--- src/rtl/i2p_pkg.sv ---
// Shared types, character codes and the operator rank table of the infix to
// postfix converter. No dependencies; used by every other RTL file.
`default_nettype none

package i2p_pkg;

  localparam logic [7:0] ChSpace   = 8'h20;
  localparam logic [7:0] ChNewline = 8'h0A;
  localparam logic [7:0] ChOpen    = 8'h28;
  localparam logic [7:0] ChClose   = 8'h29;
  localparam logic [7:0] ChMul     = 8'h2A;
  localparam logic [7:0] ChDiv     = 8'h2F;
  localparam logic [7:0] ChMod     = 8'h25;
  localparam logic [7:0] ChAdd     = 8'h2B;
  localparam logic [7:0] ChSub     = 8'h2D;
  localparam logic [7:0] ChAnd     = 8'h26;
  localparam logic [7:0] ChXor     = 8'h5E;
  localparam logic [7:0] ChOr      = 8'h7C;

  // Precedence ranks. Brackets rank below every operator, operands above.
  localparam logic [2:0] RankBracket = 3'd0;
  localparam logic [2:0] RankOr      = 3'd1;
  localparam logic [2:0] RankXor     = 3'd2;
  localparam logic [2:0] RankAnd     = 3'd3;
  localparam logic [2:0] RankAddSub  = 3'd4;
  localparam logic [2:0] RankMulDiv  = 3'd5;
  localparam logic [2:0] RankOperand = 3'd6;

  typedef enum logic [2:0] {
    CLS_SPACE,
    CLS_NEWLINE,
    CLS_OPEN,
    CLS_CLOSE,
    CLS_OPER,
    CLS_OTHER
  } char_cls_e;

  typedef enum logic [1:0] {
    EMIT_CHAR,
    EMIT_TOP,
    EMIT_SPACE,
    EMIT_NEWLINE
  } emit_sel_e;

  typedef enum logic [2:0] {
    ST_IDLE,
    ST_DISPATCH,
    ST_LINE_POP,
    ST_LINE_SPACE,
    ST_CLOSE_POP,
    ST_CLOSE_SPACE,
    ST_OPER_POP,
    ST_OPER_SPACE
  } state_e;

  // Commands from the controller to the datapath.
  typedef struct packed {
    logic      load_char;
    logic      emit;
    emit_sel_e emit_sel;
    logic      emit_last;
    logic      push;
    logic      pop;
    logic      set_in_op;
    logic      clr_in_op;
    logic      clr_ovf;
  } cmd_t;

  // Status from the datapath to the controller.
  typedef struct packed {
    char_cls_e cls;
    logic      in_op;
    logic      empty;
    logic      top_open;
    logic      top_pops;
    logic      emit_ok;
  } sts_t;

  function automatic logic [2:0] op_rank(input logic [7:0] ch);
    logic [2:0] r;
    case (ch)
      ChMul, ChDiv, ChMod: r = RankMulDiv;
      ChAdd, ChSub:        r = RankAddSub;
      ChAnd:               r = RankAnd;
      ChXor:               r = RankXor;
      ChOr:                r = RankOr;
      ChOpen, ChClose:     r = RankBracket;
      default:             r = RankOperand;
    endcase
    return r;
  endfunction

endpackage

`default_nettype wire

--- src/rtl/infix_to_postfix_converter.sv ---
// Top level of the infix to postfix converter: joins the controller and the
// datapath to the stream ports. Depends on i2p_pkg, i2p_ctrl and i2p_dp.
//
// Usage: characters of an infix expression enter on the s_axis channel, one
// byte per transaction, and the postfix text leaves on the m_axis channel,
// one byte per transaction. Operators are reordered by precedence through an
// operator stack of StackDepth entries; a newline flushes the stack and ends
// the line. tlast marks the final output byte caused by one input byte, and
// tuser carries the sticky overflow flag of the current line, which is set
// when a push onto a full stack was dropped.
//
// Sequencing: a character occupies the block from acceptance until its last
// output byte is in the output register and its last stack step is done. A
// newline passes through accept, dispatch, then the final newline byte.
// Outside an operand, an operator or a closing bracket passes through accept,
// dispatch, then the push or the bracket match. Any other character passes
// through accept, then dispatch. Each entry popped and emitted from the stack
// adds itself and its trailing space, as the single output register takes one
// byte per cycle while the receiver keeps up; an opening bracket discarded by
// a closing bracket adds nothing. Output bytes are registered and appear in
// the cycle after they form. The block takes one character at a time.
//
// Reset clears the stack count, the operand flag, the overflow flag and the
// output valid flag; the stack storage and the output data are not cleared.
// When the receiver holds tready low, the output register keeps its byte and
// the controller waits in place; nothing is lost or repeated.
`default_nettype none

module infix_to_postfix_converter #(
  parameter int StackDepth = 31
) (
  input  wire logic       clk_i,
  input  wire logic       rst_ni,
  input  wire logic       s_axis_tvalid_i,
  output logic            s_axis_tready_o,
  input  wire logic [7:0] s_axis_tdata_i,   // [7:0] char_in
  output logic            m_axis_tvalid_o,
  input  wire logic       m_axis_tready_i,
  output logic [7:0]      m_axis_tdata_o,   // [7:0] char_out
  output logic            m_axis_tlast_o,   // last_of_run
  output logic            m_axis_tuser_o    // [0] overflow_seen
);
  import i2p_pkg::*;

  cmd_t cmd;
  sts_t sts;

  // Sequencing of dispatch, pops and line flushes.
  i2p_ctrl u_ctrl (
    .clk_i    (clk_i),
    .rst_ni   (rst_ni),
    .in_vld_i (s_axis_tvalid_i),
    .in_rdy_o (s_axis_tready_o),
    .sts_i    (sts),
    .cmd_o    (cmd)
  );

  // Stack, flags and the output register that parts the two channels.
  i2p_dp #(
    .StackDepth (StackDepth)
  ) u_dp (
    .clk_i      (clk_i),
    .rst_ni     (rst_ni),
    .char_i     (s_axis_tdata_i),
    .cmd_i      (cmd),
    .sts_o      (sts),
    .out_vld_o  (m_axis_tvalid_o),
    .out_rdy_i  (m_axis_tready_i),
    .out_char_o (m_axis_tdata_o),
    .out_last_o (m_axis_tlast_o),
    .out_ovf_o  (m_axis_tuser_o)
  );

endmodule

`default_nettype wire

--- src/rtl/i2p_dp.sv ---
// Datapath of the infix to postfix converter: character register, operator
// stack, line flags and the output register. Depends on i2p_pkg.
`default_nettype none

module i2p_dp #(
  parameter int StackDepth = 31
) (
  input  wire logic          clk_i,
  input  wire logic          rst_ni,
  input  wire logic [7:0]    char_i,
  input  wire i2p_pkg::cmd_t cmd_i,
  output i2p_pkg::sts_t      sts_o,
  output logic               out_vld_o,
  input  wire logic          out_rdy_i,
  output logic [7:0]         out_char_o,
  output logic               out_last_o,
  output logic               out_ovf_o
);
  import i2p_pkg::*;

  localparam int CntW = $clog2(StackDepth + 1);
  localparam int IdxW = $clog2(StackDepth);

  logic [7:0]      char_q;
  logic [7:0]      stack_q [StackDepth];
  logic [CntW-1:0] cnt_q, cnt_d;
  logic [CntW-1:0] top_pos;
  logic [7:0]      top;
  logic            full;
  logic            in_op_q, in_op_d;
  logic            ovf_q, ovf_d;
  logic            out_vld_q;
  logic [7:0]      out_char_q;
  logic            out_last_q;
  logic            out_ovf_q;
  logic [7:0]      emit_char;
  logic            emit_ok;
  char_cls_e       cls;

  assign top_pos = cnt_q - CntW'(1);
  assign top     = stack_q[top_pos[IdxW-1:0]];
  assign full    = (cnt_q == CntW'(StackDepth));
  assign emit_ok = !out_vld_q || out_rdy_i;

  always_comb begin
    case (char_q)
      ChSpace:   cls = CLS_SPACE;
      ChNewline: cls = CLS_NEWLINE;
      ChOpen:    cls = CLS_OPEN;
      ChClose:   cls = CLS_CLOSE;
      default:   cls = (op_rank(char_q) == RankOperand) ? CLS_OTHER : CLS_OPER;
    endcase
  end

  always_comb begin
    sts_o.cls      = cls;
    sts_o.in_op    = in_op_q;
    sts_o.empty    = (cnt_q == '0);
    sts_o.top_open = (top == ChOpen);
    sts_o.top_pops = (cnt_q != '0) && (op_rank(top) >= op_rank(char_q));
    sts_o.emit_ok  = emit_ok;
  end

  always_comb begin
    case (cmd_i.emit_sel)
      EMIT_CHAR:  emit_char = char_q;
      EMIT_TOP:   emit_char = top;
      EMIT_SPACE: emit_char = ChSpace;
      default:    emit_char = ChNewline;
    endcase
  end

  always_comb begin
    cnt_d   = cnt_q;
    in_op_d = in_op_q;
    ovf_d   = ovf_q;
    if (cmd_i.pop) begin
      cnt_d = cnt_q - CntW'(1);
    end
    if (cmd_i.push) begin
      if (full) begin
        ovf_d = 1'b1;
      end else begin
        cnt_d = cnt_q + CntW'(1);
      end
    end
    if (cmd_i.set_in_op) begin
      in_op_d = 1'b1;
    end
    if (cmd_i.clr_in_op) begin
      in_op_d = 1'b0;
    end
    if (cmd_i.clr_ovf) begin
      ovf_d = 1'b0;
    end
  end

  always_ff @(posedge clk_i or negedge rst_ni) begin
    if (!rst_ni) begin
      cnt_q     <= '0;
      in_op_q   <= 1'b0;
      ovf_q     <= 1'b0;
      out_vld_q <= 1'b0;
    end else begin
      cnt_q   <= cnt_d;
      in_op_q <= in_op_d;
      ovf_q   <= ovf_d;
      if (cmd_i.emit) begin
        out_vld_q <= 1'b1;
      end else if (out_rdy_i) begin
        out_vld_q <= 1'b0;
      end
    end
  end

  always_ff @(posedge clk_i) begin
    if (cmd_i.load_char) begin
      char_q <= char_i;
    end
    if (cmd_i.push && !full) begin
      stack_q[cnt_q[IdxW-1:0]] <= char_q;
    end
    if (cmd_i.emit) begin
      out_char_q <= emit_char;
      out_last_q <= cmd_i.emit_last;
      out_ovf_q  <= ovf_q;
    end
  end

  assign out_vld_o  = out_vld_q;
  assign out_char_o = out_char_q;
  assign out_last_o = out_last_q;
  assign out_ovf_o  = out_ovf_q;

  a_cnt_bound: assert property (@(posedge clk_i) disable iff (!rst_ni)
    cnt_q <= CntW'(StackDepth))
    else $error("operator stack count beyond depth");

  a_emit_slot: assert property (@(posedge clk_i) disable iff (!rst_ni)
    cmd_i.emit |-> emit_ok)
    else $error("result written over a result not yet taken");

  a_nl_clears: assert property (@(posedge clk_i) disable iff (!rst_ni)
    (cmd_i.emit && cmd_i.emit_sel == EMIT_NEWLINE) |=> (!ovf_q && cnt_q == '0))
    else $error("line end left overflow flag or stack entries");

endmodule

`default_nettype wire

--- src/rtl/i2p_ctrl.sv ---
// Controller state machine of the infix to postfix converter: sequences
// dispatch, stack pops and line flushes. Depends on i2p_pkg.
`default_nettype none

module i2p_ctrl (
  input  wire logic          clk_i,
  input  wire logic          rst_ni,
  input  wire logic          in_vld_i,
  output logic               in_rdy_o,
  input  wire i2p_pkg::sts_t sts_i,
  output i2p_pkg::cmd_t      cmd_o
);
  import i2p_pkg::*;

  state_e state_q, state_d;

  always_ff @(posedge clk_i or negedge rst_ni) begin
    if (!rst_ni) begin
      state_q <= ST_IDLE;
    end else begin
      state_q <= state_d;
    end
  end

  // Next state.
  always_comb begin
    state_d = state_q;
    case (state_q)
      ST_IDLE: begin
        if (in_vld_i) state_d = ST_DISPATCH;
      end
      ST_DISPATCH: begin
        if (sts_i.in_op) begin
          if (sts_i.emit_ok) begin
            state_d = (sts_i.cls == CLS_NEWLINE) ? ST_LINE_POP : ST_IDLE;
          end
        end else begin
          case (sts_i.cls)
            CLS_NEWLINE: state_d = ST_LINE_POP;
            CLS_CLOSE:   state_d = ST_CLOSE_POP;
            CLS_OPER:    state_d = ST_OPER_POP;
            CLS_OTHER:   state_d = sts_i.emit_ok ? ST_IDLE : ST_DISPATCH;
            default:     state_d = ST_IDLE;
          endcase
        end
      end
      ST_LINE_POP: begin
        if (sts_i.emit_ok) state_d = sts_i.empty ? ST_IDLE : ST_LINE_SPACE;
      end
      ST_LINE_SPACE: begin
        if (sts_i.emit_ok) state_d = ST_LINE_POP;
      end
      ST_CLOSE_POP: begin
        if (sts_i.empty || sts_i.top_open) begin
          state_d = ST_IDLE;
        end else if (sts_i.emit_ok) begin
          state_d = ST_CLOSE_SPACE;
        end
      end
      ST_CLOSE_SPACE: begin
        if (sts_i.emit_ok) state_d = ST_CLOSE_POP;
      end
      ST_OPER_POP: begin
        if (!sts_i.top_pops) begin
          state_d = ST_IDLE;
        end else if (sts_i.emit_ok) begin
          state_d = ST_OPER_SPACE;
        end
      end
      ST_OPER_SPACE: begin
        if (sts_i.emit_ok) state_d = ST_OPER_POP;
      end
      default: state_d = ST_IDLE;
    endcase
  end

  // Outputs.
  always_comb begin
    cmd_o    = '0;
    in_rdy_o = 1'b0;
    case (state_q)
      ST_IDLE: begin
        in_rdy_o        = 1'b1;
        cmd_o.load_char = in_vld_i;
      end
      ST_DISPATCH: begin
        if (sts_i.in_op) begin
          if (sts_i.emit_ok) begin
            cmd_o.emit = 1'b1;
            case (sts_i.cls)
              CLS_SPACE: begin
                cmd_o.emit_sel  = EMIT_SPACE;
                cmd_o.emit_last = 1'b1;
                cmd_o.clr_in_op = 1'b1;
              end
              CLS_NEWLINE: begin
                cmd_o.emit_sel  = EMIT_SPACE;
                cmd_o.clr_in_op = 1'b1;
              end
              default: begin
                cmd_o.emit_sel  = EMIT_CHAR;
                cmd_o.emit_last = 1'b1;
              end
            endcase
          end
        end else begin
          case (sts_i.cls)
            CLS_OPEN: cmd_o.push = 1'b1;
            CLS_OTHER: begin
              if (sts_i.emit_ok) begin
                cmd_o.emit      = 1'b1;
                cmd_o.emit_sel  = EMIT_CHAR;
                cmd_o.emit_last = 1'b1;
                cmd_o.set_in_op = 1'b1;
              end
            end
            default: ;
          endcase
        end
      end
      ST_LINE_POP: begin
        if (sts_i.emit_ok) begin
          cmd_o.emit = 1'b1;
          if (sts_i.empty) begin
            cmd_o.emit_sel  = EMIT_NEWLINE;
            cmd_o.emit_last = 1'b1;
            cmd_o.clr_ovf   = 1'b1;
          end else begin
            cmd_o.emit_sel = EMIT_TOP;
            cmd_o.pop      = 1'b1;
          end
        end
      end
      ST_LINE_SPACE: begin
        if (sts_i.emit_ok) begin
          cmd_o.emit     = 1'b1;
          cmd_o.emit_sel = EMIT_SPACE;
        end
      end
      ST_CLOSE_POP: begin
        if (!sts_i.empty) begin
          if (sts_i.top_open) begin
            cmd_o.pop = 1'b1;
          end else if (sts_i.emit_ok) begin
            cmd_o.emit     = 1'b1;
            cmd_o.emit_sel = EMIT_TOP;
            cmd_o.pop      = 1'b1;
          end
        end
      end
      ST_CLOSE_SPACE: begin
        if (sts_i.emit_ok) begin
          cmd_o.emit      = 1'b1;
          cmd_o.emit_sel  = EMIT_SPACE;
          cmd_o.emit_last = sts_i.empty || sts_i.top_open;
        end
      end
      ST_OPER_POP: begin
        if (!sts_i.top_pops) begin
          cmd_o.push = 1'b1;
        end else if (sts_i.emit_ok) begin
          cmd_o.emit     = 1'b1;
          cmd_o.emit_sel = EMIT_TOP;
          cmd_o.pop      = 1'b1;
        end
      end
      ST_OPER_SPACE: begin
        if (sts_i.emit_ok) begin
          cmd_o.emit      = 1'b1;
          cmd_o.emit_sel  = EMIT_SPACE;
          cmd_o.emit_last = !sts_i.top_pops;
        end
      end
      default: ;
    endcase
  end

  a_accept_dispatch: assert property (@(posedge clk_i) disable iff (!rst_ni)
    (in_vld_i && in_rdy_o) |=> (state_q == ST_DISPATCH))
    else $error("accepted character not dispatched");

  a_pop_nonempty: assert property (@(posedge clk_i) disable iff (!rst_ni)
    cmd_o.pop |-> (!sts_i.empty && !cmd_o.push))
    else $error("pop on empty stack or together with a push");

endmodule

`default_nettype wire

--- config.mk ---
export PLATFORM = sky130hd
export DESIGN_NAME = infix_to_postfix_converter
export DESIGN_NICKNAME = d
export VERILOG_FILES = /design/src/rtl/i2p_pkg.sv /design/src/rtl/infix_to_postfix_converter.sv /design/src/rtl/i2p_dp.sv /design/src/rtl/i2p_ctrl.sv
export SDC_FILE = /design/constraint.sdc
export NUM_CORES = 1
export LEC_CHECK = 0
export BUFFER_PORTS_ARGS = -buffer_cell sky130_fd_sc_hd__clkbuf_2
export CORE_MARGIN = 2
export CORE_UTILIZATION = 55
export CTS_BUF_LIST = sky130_fd_sc_hd__clkbuf_4
export CTS_CLUSTER_DIAMETER = 120
export DETAILED_ROUTE_END_ITERATION = 7
export PLACE_DENSITY = 0.71
export SYNTH_ARGS = -nofsm -noshare
export SYNTH_HDL_FRONTEND = slang
export SYNTH_SLANG_ARGS = --single-unit
export TNS_END_PERCENT = 1
--- constraint.sdc ---
create_clock -name clk_i -period 6.2 [get_ports clk_i]
set_input_delay 0.31 -clock clk_i [delete_from_list [all_inputs] [get_ports clk_i]]
set_output_delay 0.31 -clock clk_i [all_outputs]
set_load 0.1 [all_outputs]
Word level (Yosys, flattened, before mapping)
Memories as Yosys holds them, arrays and structs flattened.
Cells that the tools add are included.
- register bits after elaboration: 29
- RAM bits: 248
- bits of input ports: 12
- output and inout port bits: 12
- logic and storage cells: 158
- memories: 1
- add/sub/neg operators: 2
- magnitude comparators: 1
- equality and inequality tests: 46
- muxes and demuxes: 73
- reductions and logical operators: 26
- memories (memory ; words ; bits a word ; rd ports ; clocked after Yosys merged registers in ; wr ports ; RTL line ; text):
    u_dp.stack_q ; 31 ; 8 ; 1 ; 0 ; 1 ; i2p_dp.sv:25 ; logic [7:0] stack_q [StackDepth];
- operators by type and width (operator ; number):
    equality test 8 x 6 -> 1 bit, second input constant ; 17
    two-way mux 3 bit ; 17
    case mux 3 bit (6 select lines) ; 2
    equality test 8 x 7 -> 1 bit, second input constant ; 4
    two-way mux 1 bit ; 31
    two-way mux 4 bit ; 7
    case mux 3 bit (4 select lines) ; 2
    case mux 3 bit (8 select lines) ; 1
    case mux 8 bit (3 select lines) ; 1
    equality test 3 bit, second input constant ; 7
    case mux 3 bit (7 select lines) ; 1
    two-way mux 5 bit ; 3
    equality test 3 x 2 -> 1 bit, second input constant ; 4
    two-way mux 2 bit ; 5
    OR reduction 2 bit ; 5
    equality test 8 x 4 -> 1 bit, second input constant ; 1
    != test 2 x 1 -> 1 bit, second input constant ; 4
    AND reduction 8 bit ; 1
    nonzero test 2 bit ; 4
    equality test 3 x 1 -> 1 bit, second input constant ; 2
    zero test 3 bit ; 2
    OR reduction 3 bit ; 2
    adder 5 x 1 -> 5 bit, second input constant ; 1
    equality test 5 bit, second input constant ; 1
    19 further kinds ; 23

Depth between registers and ports, before layout
Gate-level depths: netlist of the first run.
- word-level depth: 15
- mapped depth: 27
- mapped depth without buffers: 21

By module
A second synthesis of the first run with hierarchy kept.
- cells, all modules: 744
- area total of the unflattened synthesis: 12101.6 um^2
- by module, submodules not included (module ; times used ; cells an instance ; area an instance (um^2) ; sequential area each (um^2)):
    i2p_dp ; 1 ; 670 ; 11599.9 ; 8187.9
    i2p_ctrl ; 1 ; 74 ; 501.7 ; 75.1

Worst setup path before layout of the first run
OpenSTA, ideal clock, no wires.
- path kind: flip-flop to flip-flop
- start: reg u_dp.cnt_q[0]
- end: mem u_dp.stack_q[15][0] (enable)
- library setup time: 0.383 ns
- data arrival time: 6.051 ns
- data required time: 5.817 ns
- setup slack: -0.235 ns
- stages on the path, launching flop included: 24
- path buffers: 4
- period minus slack after synthesis: 6.435 ns
- cells stage by stage: dfrtp_1 buf_6 inv_2 ha_1 buf_2 xor2_1 buf_4 mux4_2 and2_1 o221a_2 or2_2 or4b_1 or2_2 o21a_1 ha_1 nand2b_1 a21o_1 a21oi_1 o21ai_0 o32ai_1 nor2b_1 clkbuf_1 nand2_1 nor3_1
- cells in the longest elaborated chain, start to end: 12
- RTL lines (element ; RTL line ; text):
    from (decl) ; i2p_dp.sv:26 ; logic [CntW-1:0] cnt_q, cnt_d;
    from (signal assigned) ; i2p_dp.sv:105 ; cnt_q <= cnt_d;
    subtractor 5 x 1 -> 5 bit ; i2p_dp.sv:40 ; assign top_pos = cnt_q - CntW'(1);
    memory read (31 x 8 bit) ; n/a ;
    equality test 8 x 6 -> 1 bit ; i2p_pkg.sv:81 ; case (ch)
    OR reduction 3 bit / OR reduction 2 bit (equally long branches) ; i2p_pkg.sv:81 ;
    case mux 3 bit (6 select lines) ; i2p_pkg.sv:81 ;
    greater-or-equal comparator 3 bit ; i2p_dp.sv:60 ; sts_o.top_pops = (cnt_q != '0) && (op_rank(top) >= op_rank(char_q));
    logical AND 1 bit ; i2p_dp.sv:60 ;
    two-way mux 1 bit ; i2p_ctrl.sv:159 ; if (!sts_i.top_pops) begin
    case mux 1 bit (2 select lines) ; i2p_ctrl.sv:81 ; case (state_q)
    logical AND 1 bit ; i2p_dp.sv:120 ; if (cmd_i.push && !full) begin
    two-way mux 1 bit ; i2p_dp.sv:120 ;
    two-way mux 1 bit (not written as such) ; i2p_dp.sv:121 ; stack_q[cnt_q[IdxW-1:0]] <= char_q;
    to (decl) ; i2p_dp.sv:25 ;
Parallel ways exist; a longest one is shown, timed or not.

Worst setup path after layout of the first run
- start: reg u_dp.cnt_q[0]
- end: mem u_dp.stack_q[14][6] (enable)
The elaborated chain is that of the path after synthesis.

==> flow_metrics.env, run 1 <==
export IMPL_core_area_um2=21150
export IMPL_finalNonFillerCells=1172
export IMPL_fin_nets=870
export IMPL_cts_root_buffer="clkbuf_4"
export IMPL_reg2reg_setup_slack_ps=240
export IMPL_cap_viol_max_count=0
export IMPL_syn_nets=738
export IMPL_fmax_ghz=0.1678
export IMPL_clkPwrFrac_pct=23.1
export IMPL_drc=0
export IMPL_via_count=7064
export IMPL_ys_ff_latch=277
export IMPL_rows=53
export IMPL_grt_max_degree=43
export IMPL_grt_usage_pct=24.76
export IMPL_critPathLaunchType="register"
export IMPL_arrival_ps=6310
export IMPL_async_reset_ff_share_pct=3.971
export IMPL_skew_ps=36.87
export IMPL_setup_violations=0
export IMPL_cts_buffers=71
export IMPL_tightest_slew_ps=825.2
export IMPL_cts_buffer_depth=3
export IMPL_viasPerCell=6.027
export IMPL_slew_headroom_pct=44.99
export IMPL_hold_violations=0
export IMPL_area_growth_pct=15.29
export IMPL_totalPowerFinal_mw=6.638
export IMPL_drtIter0Drc=578
export IMPL_placed_area_um2=12690
export IMPL_syn_avg_cell_area_um2=16.67
export IMPL_p_seq_share_pct=32.8
export IMPL_r2r_start="u_dp.cnt_q[0]$_DFF_PN0_"
export IMPL_dp_cells=1036
export IMPL_sw_frac_of_total_pct=36.99
export IMPL_grt_remaining_overflow=0
export IMPL_reg2reg_to="u_dp.stack_q[14][6]$_DFFE_PP_"
export IMPL_layout_common_cells="edfxtp_1, clkbuf_4, nor2_1"
export IMPL_yosysUniqueCellTypes=69
export IMPL_cts_sinks=277
export IMPL_nFillCells=1477
export IMPL_die_area_um2=22930
export IMPL_postRouteAntennaNets=0
export IMPL_antenna_diode_count=0
export IMPL_ioPinCount=24
export IMPL_p_int_mw=4.183
export IMPL_gp_congestion=0.9174
export IMPL_p_switching_mw=2.455
export IMPL_synth_ff_type="edfxtp_1"
export IMPL_path_max_fanout=12
export IMPL_grt_pass1_vias=7323
export IMPL_layout_commonest_cell="edfxtp_1"
export IMPL_p_per_area_nw_per_um2=481.6
export IMPL_min_period_ps=5958
export IMPL_final_util_pct=65.16
export IMPL_clk_latency_ps=670
export IMPL_fin_ws_ps=242.0
export IMPL_p_comb_share_pct=44.0
export IMPL_outcome="complete, no violations"
export IMPL_hold_path_class="in -> async"
export IMPL_place_port_buffers=23
export IMPL_tritoncts="built"
export IMPL_synth_cells=717
export IMPL_stdcell_area_um2=13780
export IMPL_slew_viol_final=0
export IMPL_drt_pass1_iterations=7
export IMPL_h_tree_depth=3
export IMPL_die_h_um=151.4
export IMPL_clk_pin_slew_ps=80
export IMPL_wl_per_cell_um=22.71
export IMPL_fin_crit_sh_pct=96.10
export IMPL_rsz0062_at_grt="true"
export IMPL_syn_cell_area_um2=11960
export IMPL_die_w_um=151.4
export IMPL_yosysWarnings=0
export IMPL_routed_wl_um=26620
export IMPL_grt_antenna_before_repair=0
export IMPL_end_kind="register"
export IMPL_grt_pass1_wl_um=41450
export IMPL_crit_type="reg -> reg"
export IMPL_r2r_cells=22
export IMPL_synth_edff_count=266
export IMPL_drive_above_1_share_pct=32.00
export IMPL_critical_path_required_ps=6560
export IMPL_hpwl_um=17270
export IMPL_peakVddDrop_v=0.0003547
export IMPL_seq_area_frac_synth_pct=69.12
export IMPL_initial_core_util_pct=56.52
export IMPL_place_ws_ps=-96.81
export IMPL_p_leak_nw=4.785
final cells by class:
type	instances	area [um^2]	share of cell area, %
Sequential cell	277	8267	59.98
Clock inverter	21	141.4	1.026
Tap cell	275	344.1	2.496
Inverter	11	41.29	0.2996
Clock buffer	100	750.7	5.447
Timing Repair Buffer	97	723.2	5.247
Multi-Input combinational cell	391	3516	25.51
flip-flops by register name, indices dropped and copies added, names as in the netlist:
name             count
u_dp.stack_q       248
u_dp.char_q          8
u_dp.out_char_o      8
u_dp.cnt_q           5
u_ctrl.state_q       3
u_dp.in_op_q         1
u_dp.out_last_o      1
u_dp.out_ovf_o       1
u_dp.out_vld_o       1
u_dp.ovf_q           1
synthesized netlist by cell type (5+ instances only):
master    instances  area, um^2
buf_2             9       45.04
nand3_1          14       70.07
clkbuf_1         16       60.06
o31ai_1           7       52.55
dfrtp_1          11       275.3
mux2i_1          49       490.5
and2_1           16       100.1
nand2_1          25       93.84
edfxtp_1        266        7988
mux4_2           48        1081
nor2_1           62       232.7
nor3_1           10       50.05
a21oi_1          15       75.07
buf_4             7       52.55
o21ai_0          15       75.07
o211ai_1          5       37.54
inv_1            10       37.54
mux2_2            6       67.56
a211oi_1          8       60.06
nand2b_1          8       50.05
o22ai_1           7       43.79
ha_1              9       112.6
critical path, cell delays in order (launching register included):
cell      delay, ps
dfrtp_4         510
inv_2           130
ha_4            240
buf_12          150
mux2i_1         140
mux4_2          480
and2_1          190
o221a_2         310
or2_2           340
or4b_1          530
or2_2           310
o21a_1          110
ha_1            260
nand2b_1        140
a21o_1          190
a21oi_2         180
o21ai_0         150
o32ai_2         340
nor2b_1         210
buf_4           190
nand2_2         170
nor3_2          160
buf_4           210
timing repair:
item	4_1_cts	5_1_grt
hold buffers	9	0
pin swaps	1	2
gates resized for setup	3	11
setup buffers	4	2
setup endpoints to repair	240	249
hold endpoints to repair	19	0
power groups by stage:
stage | registers (mW) | clock network (mW) | logic [mW]
floorplan | 2.38 | 0 | 1.96
global route | 2.19 | 1.68 | 3.11
global placement | 2.21 | 0 | 2.76
finish | 2.18 | 1.54 | 2.92
detailed placement | 2.22 | 0 | 2.81
CTS | 2.18 | 1.58 | 2.90
layer usage:
layer | part of all wire (%) | GRT usage [%]
met1 | 41 | 33.11
met2 | 50 | 40.32
met3 | 6.7 | 5.813
met4 | 2.2 | 8.598
met5 | 0 | 0
worst max path at each step:
stage / start / to / slack [ps] / cells after the start
2_1_floorplan: u_dp.cnt_q[0]$_DFF_PN0_ / u_dp.stack_q[12][0]$_DFFE_PP_ / -220 / 23
3_3_place_gp: u_dp.cnt_q[0]$_DFF_PN0_ / u_dp.stack_q[19][5]$_DFFE_PP_ / 60 / 21
3_5_place_dp: u_dp.cnt_q[0]$_DFF_PN0_ / u_dp.stack_q[13][4]$_DFFE_PP_ / -100 / 21
4_1_cts: u_dp.cnt_q[0]$_DFF_PN0_ / u_dp.stack_q[17][0]$_DFFE_PP_ / 6 / 20
5_1_grt: u_dp.cnt_q[0]$_DFF_PN0_ / u_dp.stack_q[28][3]$_DFFE_PP_ / -2 / 22
6_report: u_dp.cnt_q[0]$_DFF_PN0_ / u_dp.stack_q[14][6]$_DFFE_PP_ / 240 / 22
kinds of logic after synthesis:
family / synth area share (%)
flops: 69.12
simple gates: 7.357
mux: 13.80
compound gates: 6.102
buf+inv: 2.104
fa+ha+maj: 0.9419
xor+xnor: 0.5757
through the flow:
step	hold WS (ps)	TNS (ps)
4_1_cts	38.83	0
3_3_place_gp	226.7	0
6_report	85.05	0
3_5_place_dp	232.4	-5384
5_1_grt	74.41	-3.016
2_1_floorplan	14.41	-6113
No activity file was read; power rests on OpenSTA's default activity.
==> inputs of run 2 (changes only) <==
--- a/config.mk
+++ b/config.mk
@@ -11,6 +11,7 @@
 export CTS_BUF_LIST = sky130_fd_sc_hd__clkbuf_4
 export CTS_CLUSTER_DIAMETER = 120
 export DETAILED_ROUTE_END_ITERATION = 7
+export MAX_ROUTING_LAYER = met4
 export PLACE_DENSITY = 0.71
 export SYNTH_ARGS = -nofsm -noshare
 export SYNTH_HDL_FRONTEND = slang
==> run 2 against run 1 <==
  * Count of clock-buffer cells in the layout increased by 4
  * Cell area increased by 0.75%
  * Hold slack improved by 2.5 ps
  * Clock skew increased by 5.0 ps
  * Maximum frequency decreased by 0.81%
  * Sequential share of layout area decreased by 0.45 points
  * Sequential cell count unchanged
  * Cell count unchanged
  * Critical path type unchanged
  * Critical endpoint is now u_dp.stack_q[13][5]$_DFFE_PP_
==> flow_metrics.env, run 2 (same netlist as run 1, synthesis figures left out) <==
export IMPL_cts_sinks=277
export IMPL_viasPerCell=6.013
export IMPL_h_tree_depth=3
export IMPL_grt_pass1_wl_um=40900
export IMPL_die_h_um=151.4
export IMPL_antenna_diode_count=0
export IMPL_p_leak_nw=4.826
export IMPL_postRouteAntennaNets=0
export IMPL_drtIter0Drc=655
export IMPL_slew_headroom_pct=43.95
export IMPL_initial_core_util_pct=56.52
export IMPL_critPathLaunchType="register"
export IMPL_cts_buffer_depth=3
export IMPL_die_area_um2=22930
export IMPL_layout_commonest_cell="edfxtp_1"
export IMPL_drc=0
export IMPL_skew_ps=41.87
export IMPL_clk_latency_ps=680
export IMPL_min_period_ps=6007
export IMPL_ioPinCount=24
export IMPL_cts_buffers=70
export IMPL_fin_nets=875
export IMPL_r2r_cells=22
export IMPL_wl_per_cell_um=22.77
export IMPL_drt_pass1_iterations=5
export IMPL_die_w_um=151.4
export IMPL_cts_root_buffer="clkbuf_4"
export IMPL_largest_register_ffs=248
export IMPL_layout_common_cells="edfxtp_1, clkbuf_4, buf_4"
export IMPL_end_kind="register"
export IMPL_arrival_ps=6380
export IMPL_routed_wl_um=26680
export IMPL_grt_max_degree=36
export IMPL_path_max_fanout=8
export IMPL_outcome="complete, no violations"
export IMPL_fmax_ghz=0.1665
export IMPL_hold_violations=0
export IMPL_setup_violations=0
export IMPL_cap_viol_max_count=0
export IMPL_p_per_area_nw_per_um2=489.2
export IMPL_tritoncts="built"
export IMPL_slew_viol_final=0
export IMPL_fin_crit_sh_pct=96.88
export IMPL_area_growth_pct=16.16
export IMPL_grt_antenna_before_repair=0
export IMPL_grt_usage_pct=24.94
export IMPL_nFillCells=1472
export IMPL_grt_remaining_overflow=0
export IMPL_via_count=7047
export IMPL_hold_path_class="in -> async"
export IMPL_totalPowerFinal_mw=6.793
export IMPL_peakVddDrop_v=0.0002771
export IMPL_core_area_um2=21150
export IMPL_critical_path_required_ps=6570
export IMPL_rsz0062_at_grt="true"
export IMPL_crit_type="reg -> reg"
export IMPL_hpwl_um=17270
export IMPL_fin_tns_setup_ps=0
export IMPL_tightest_slew_ps=840.7
export IMPL_gp_congestion=0.9036
export IMPL_clk_pin_slew_ps=70
export IMPL_grt_pass1_vias=7307
export IMPL_finalNonFillerCells=1172
export IMPL_place_port_buffers=23
export IMPL_rows=53
export IMPL_drive_above_1_share_pct=33.56
export IMPL_dp_cells=1037
export IMPL_final_util_pct=65.65
==> run 2: cell types whose count changed in the layout (fill, tap and decap cells not counted), moves of 2 or more <==
cell / before / now
buf_4: 60 / 64
buf_6: 2 / 5
clkbuf_4: 100 / 104
clkinv_1: 12 / 5
inv_2: 4 / 1
o221ai_1: 3 / 1
o221ai_2: 2 / 4
==> run 2: final cells by class <==
type | instances | area, um^2 | area share, %
Timing Repair Buffer | 103 | 777.0 | 5.595
Clock buffer | 104 | 780.7 | 5.622
Sequential cell | 277 | 8267 | 59.53
Tap cell | 275 | 344.1 | 2.478
Inverter | 11 | 43.79 | 0.3153
Clock inverter | 11 | 103.9 | 0.7478
Multi-Input combinational cell | 391 | 3571 | 25.71
==> run 2: metal layers <==
metal | vias to the layer above | global-route usage (%) | share of wire (%)
met4 | 0 | 8.832 | 2.5
met2 | 306 | 39.28 | 49
met3 | 60 | 5.482 | 6.9
met5 | - | - | 0
met1 | 3507 | 32.47 | 41
li1 | 3174 | - | -
==> run 2: where the power goes <==
part	switching, mW	internal, mW	total, mW
Sequential	0.0766	2.11	2.18
Combinational	1.75	1.33	3.08
Clock	0.684	0.845	1.53
Total	2.51	4.28	6.79
==> run 2: timing repair <==
| item | CTS | global route |
|---|---|---|
| setup buffers | 1 | 10 |
| hold endpoints to repair | 19 | 0 |
| pin swaps | 1 | 3 |
| endpoints found under the setup margin | 248 | 249 |
| cloned | 0 | 0 |
| hold buffers | 9 | 0 |
| resized for setup | 4 | 23 |
==> run 2: final timing paths <==
| kind | startpoint | to | slack [ps] |
|---|---|---|---|
| worst max register to register | u_dp.cnt_q[0]$_DFF_PN0_ | u_dp.stack_q[13][5]$_DFFE_PP_ | 190 |
| max in group asynchronous | rst_ni | u_dp.cnt_q[0]$_DFF_PN0_ | 5780 |
| worst min-delay path | rst_ni | u_dp.cnt_q[2]$_DFF_PN0_ | 90 |
| min in group clk_i | m_axis_tready_i | u_dp.out_vld_o$_DFFE_PN0P_ | 130 |
| worst max-delay path | u_dp.cnt_q[0]$_DFF_PN0_ | u_dp.stack_q[13][5]$_DFFE_PP_ | 190 |
| worst min register to register | u_dp.ovf_q$_DFFE_PN0P_ | u_dp.out_ovf_o$_DFFE_PP_ | 490 |
==> run 2: critical path, cell delays in order (launching register included) <==
cell and delay [ps]:
dfrtp_4 510, inv_4 120, ha_4 260, buf_6 180
mux2i_1 140, mux4_2 480, and2_1 180, o221a_2 270
or2_2 330, or4b_1 540, or2_2 300, o21a_1 110
ha_1 260, nand2b_1 140, a21o_1 190, a21oi_2 180
o21ai_0 150, o32ai_2 380, nor2b_1 190, buf_4 180
nand2_2 180, nor3_1 220, buf_4 220
==> run 2: per-stage QoR <==
step                      hold slack, ps  area, um^2  setup WS [ps]
after floorplan                    14.41       11960         -217.4
after global routing               77.91       13890         -33.33
final                              87.51       13890          193.2
after global placement             234.4       12700         -90.21
after CTS                          34.73       13710          3.634
after detailed placement           242.5       12700         -222.4
